### src/rtl/core/psd_pkg.sv
`timescale 1ns / 1ps
`default_nettype none
// ---------------------------------------------------------------------------
// psd_pkg
// shared constants for the placement signature dense id block
// ---------------------------------------------------------------------------
package psd_pkg;

  localparam int unsigned SIG_W         = 64;
  localparam int unsigned NUM_MAP_W     = 7;
  localparam logic [NUM_MAP_W-1:0] NUM_MAP_RESET = 7'd64;
  localparam int unsigned GROUP_ID_W    = 10;
  localparam int unsigned GROUP_COUNT_W = 11;

  // hash mix: xor fold, golden ratio multiply, xor fold
  localparam int unsigned HASH_SHIFT = 29;
  localparam int unsigned HASH_FOLD  = 32;
  localparam logic [SIG_W-1:0] HASH_MUL = 64'h9E37_79B9_7F4A_7C15;

  // table entries carry an epoch tag, zero marks an entry as empty
  localparam int unsigned EPOCH_W = 8;

  // front to back queue depth
  localparam int unsigned QUEUE_DEPTH = 2;

  // remainder bits per cycle for a table size that is no power of two
  localparam int unsigned MOD_BITS_PER_STEP = 8;

endpackage

`default_nettype wire

### src/rtl/core/psd_fifo.sv
`timescale 1ns / 1ps
`default_nettype none
// ---------------------------------------------------------------------------
// psd_fifo
// short queue of classified requests between front and back
// ---------------------------------------------------------------------------
module psd_fifo import psd_pkg::*; #(
  parameter int unsigned WIDTH = 8,
  parameter int unsigned DEPTH = 2
) (
  input  logic             clk_i,
  input  logic             rst_ni,
  input  logic             push_valid_i,
  input  logic [WIDTH-1:0] push_data_i,
  output logic             push_ready_o,
  output logic             pop_valid_o,
  output logic [WIDTH-1:0] pop_data_o,
  input  logic             pop_ready_i
);

  localparam int unsigned PW = (DEPTH > 1) ? $clog2(DEPTH) : 1;
  localparam int unsigned CW = $clog2(DEPTH + 1);

  logic [WIDTH-1:0] mem_q [DEPTH];
  logic [PW-1:0]    wp_q, rp_q;
  logic [CW-1:0]    cnt_q;
  logic             push, pop;

  assign push_ready_o = cnt_q != CW'(DEPTH);
  assign pop_valid_o  = cnt_q != '0;
  assign pop_data_o   = mem_q[rp_q];
  assign push         = push_valid_i & push_ready_o;
  assign pop          = pop_valid_o & pop_ready_i;

  always_ff @(posedge clk_i or negedge rst_ni) begin
    if (!rst_ni) begin
      wp_q  <= '0;
      rp_q  <= '0;
      cnt_q <= '0;
    end else begin
      if (push) begin
        wp_q <= (wp_q == PW'(DEPTH - 1)) ? '0 : wp_q + 1'b1;
      end
      if (pop) begin
        rp_q <= (rp_q == PW'(DEPTH - 1)) ? '0 : rp_q + 1'b1;
      end
      if (push && !pop) begin
        cnt_q <= cnt_q + 1'b1;
      end else if (pop && !push) begin
        cnt_q <= cnt_q - 1'b1;
      end
    end
  end

  always_ff @(posedge clk_i) begin
    if (push) begin
      mem_q[wp_q] <= push_data_i;
    end
  end

endmodule

`default_nettype wire

### config.mk
export PLATFORM = sky130hd
export DESIGN_NAME = psd_fifo
export DESIGN_NICKNAME = d
export VERILOG_FILES = /design/src/rtl/core/psd_pkg.sv /design/src/rtl/core/psd_fifo.sv
export SDC_FILE = /design/constraint.sdc
export NUM_CORES = 1
export LEC_CHECK = 0
export BUFFER_PORTS_ARGS = -buffer_cell sky130_fd_sc_hd__buf_2
export CORE_MARGIN = 4
export CORE_UTILIZATION = 48
export CTS_CLUSTER_DIAMETER = 30
export DETAILED_ROUTE_END_ITERATION = 12
export GPL_ROUTABILITY_DRIVEN = 0
export PLACE_DENSITY = 0.85
export SETUP_SLACK_MARGIN = 0.05
export SYNTH_ARGS = -nofsm -noshare
export SYNTH_HDL_FRONTEND = slang
export SYNTH_SLANG_ARGS = --single-unit
export TNS_END_PERCENT = 30
### constraint.sdc
create_clock -name clk_i -period 1.8 [get_ports clk_i]
set_input_delay 0.18 -clock clk_i [delete_from_list [all_inputs] [get_ports clk_i]]
set_output_delay 0.18 -clock clk_i [all_outputs]
set_load 0.03 [all_outputs]
==> results.py <==
metrics = {
    "layout": {
        "antennaDiodeCount": 0,
        "num-nets-final": 83,
        "instances_no_fill": 85,
        "area_growth_syn_to_layout_pct": 20.8,
        "layout_common_cells": "buf_2, edfxtp_1, mux2_2, dfrtp_1",
        "drive_above_1_share_pct": 52.2,
        "ff_latch_area_sq_um": 581,
        "n_fill_cell": 118,
        "multi_input_comb_area_sq_um": 198,
        "mostFrequentLayoutCell": "buf_2",
    },
    "die": {
        "die_height_um": 48.5,
        "design.core.area_sq_um": 1520,
        "io_pins": 22,
        "die_x_um": 48.5,
        "rows": 14,
        "initial_core_util_pct": 51.6,
        "die_area_sq_um": 2350,
    },
    "timing": {
        "period_share_pct": 89.9,
        "slew_violations": 0,
        "grt_setup_unrepaired": "no",
        "layout_min_cycle_time_ns": 1.62,
        "hold_violations": 0,
        "setup_viol": 0,
        "slew-limit-headroom_pct": 74.4,
        "whs_ns": 0.0657,
        "fmax_mhz": 618,
        "tns_ns": 0,
        "timing.final.ws_setup_ns": 0.182,
        "worstMarginPinSlew_ns": 0.383,
        "skew_ns": 0.00574,
    },
    "grt": {
        "grt_pass1_vias": 419,
        "grt_first_pass_wirelength_um": 1850,
        "grt_max_degree": 12,
        "grt.overflow.total": 0,
        "antenna_found_initial": 0,
        "grt_use_total_pct": 10.4,
    },
    "synth": {
        "ys_seq_elements": 20,
        "synth_area_leader_cell": "edfxtp_1",
        "synthXorXnorAreaFrac_pct": 5.56,
        "synth-seq-area-share_pct": 73.8,
        "synth_top_family_by_area": "multiplexers",
        "synth_cell_type_count": 14,
        "syn_area_per_cell_sq_um": 18.3,
        "synthSimpleGateAreaFrac_pct": 6.52,
        "synthMuxAreaShare_pct": 11.4,
        "syn_nets": 56,
        "synth_cells": 43,
        "synth_compound_area_share_pct": 0,
        "synthAdderAreaFrac_pct": 1.59,
        "synth_top_cells_by_area": "edfxtp_1, dfrtp_1, mux2_2, xnor2_1, xor2_1",
        "ys.warnings.count": 0,
        "yosysTopAreaCellShare_pct": 61.0,
        "syn_area_sq_um": 787,
    },
    "critical_path": {
        "worst-r2r-setup-slack_ns": 0.35,
        "cp_max_fo": 9,
        "critPathArrivalTime_ns": 1.44,
        "critPathSlowestCell": "dfrtp_1",
        "crit_path_end_kind": "output port",
        "cp-start-kind": "flop",
        "worstPathCellList": "mux2_2 > buf_2",
        "worstReg2RegStart": "cnt_q[0]$_DFFE_PN0P_",
        "cpPeakStageDelay_ns": 0.58,
        "critPathLaunch": "rp_q$_DFFE_PN0P_",
        "cp.required_ns": 1.62,
        "r2r-end": "cnt_q[1]$_DFFE_PN0P_",
        "critPathKind": "flop to output port",
        "r2r_cells": 7,
    },
    "routing": {
        "met1_length_um": 530,
        "routedWlPerCell_um": 13.6,
        "drt_wl_total_um": 1160,
        "drc": 0,
        "wl_met3_um": 68,
        "firstDrtPassIters": 3,
        "highest_layer": "met4",
        "viasPerCell": 4.85,
        "final_antenna_net_count": 0,
        "drt_iter0_drc": 8,
        "vias": 412,
        "wl_met2_um": 533,
    },
    "hold_path": {
        "whs_endpoint": "mem_q[0][7]$_DFFE_PP_",
        "hold-path-cell-count": 1,
        "hold_path.class": "input port to flop",
        "hold_start": "push_data_i[7]",
    },
    "flow_run": {
        "drv_cap": 0,
    },
    "clocking": {
        "cts_resized": 0,
        "clk_pin_slew_ns": 0.10,
        "clock_latency_ns": 0.29,
        "clockBufferDepth": 2,
        "clock-sinks": 20,
        "clockRootBuffer": "clkbuf_4",
        "htreeDepth": 1,
        "cts_buffers": 3,
        "tritoncts": "built",
    },
    "pwr": {
        "ir_drop_uv": 1030,
        "leakage_nw": 0.393,
        "p_per_area_nw_per_um2": 1720,
        "finalPower_mw": 1.63,
    },
    "place": {
        "pre_cts_ws_ns": 0.344,
        "dp_cells": 80,
        "io_buffers": 21,
    },
    "status": {
        "status": "completed",
    },
}
-- where the power goes --
part           internal [mW]  total (mW)  switching, mW
clock network         0.0862       0.209          0.122
logic                  0.284       0.679          0.395
registers              0.646       0.744         0.0981
total                   1.02        1.63          0.615
-- final cells by class --
class                      count  area share, %
sequential                    20           61.1
inverter                       1          0.395
multi-input combinational     21           20.8
clock buffer                   4           2.76
timing repair buffer          23           12.9
tap                           16           2.11
-- worst max-delay path by stage --
stage / endpoint / slack, ns / depth (start not counted)
after CTS: pop_data_o[1] / 0.17 / 2
after floorplan: mem_q[0][0]$_DFFE_PP_ / 0.36 / 3
after detailed placement: cnt_q[1]$_DFFE_PN0P_ / 0.34 / 7
final: pop_data_o[1] / 0.18 / 2
after global placement: cnt_q[1]$_DFFE_PN0P_ / 0.43 / 6
after global routing: pop_data_o[3] / 0.11 / 2
-- worst max-delay path: cells and delay by family (launching register included) --
family                 cells  cell delay (ns)
buffers and inverters      1             0.18
flip-flops                 1             0.58
multiplexers               1             0.39
-- per-layer routing --
layer  up-vias  track usage, %
met5         -               0
met4         0            8.07
met3         4            2.76
met2        14            15.7
met1       185            12.7
li1        209               -
-- per-stage QoR --
stage / util, % / cell area [sq um]
after global routing: 62.4 / 951
after global placement: 60.0 / 915
final: 62.4 / 951
after floorplan: - / 787
after CTS: 62.4 / 951
after detailed placement: 60.0 / 915
-- state kept, by name, summed over array words and instances, names as in the netlist --
name and cells:
mem_q 16, wp_q 1, rp_q 1, cnt_q 2
-- synthesized netlist by cell type, drive strengths merged --
library cell	n
xnor2	3
nand2	2
nor2	2
buf	1
edfxtp	16
dfrtp	4
and3	1
ha	1
mux2	8
xor2	2
nand2b	1
or2	1
inv	1
-- cell families after synthesis --
family | after synthesis
and+or+nand+nor | 7
adders and majority gates | 1
DFF | 20
xor gates and xnor gates | 5
buffers and inverters | 2
muxes | 8
-- repair_timing --
item	CTS	global route
hold buffers	1	0
endpoints found under the hold margin	4	0
setup buffers	0	0
No activity file was read; power rests on OpenSTA's default activity.
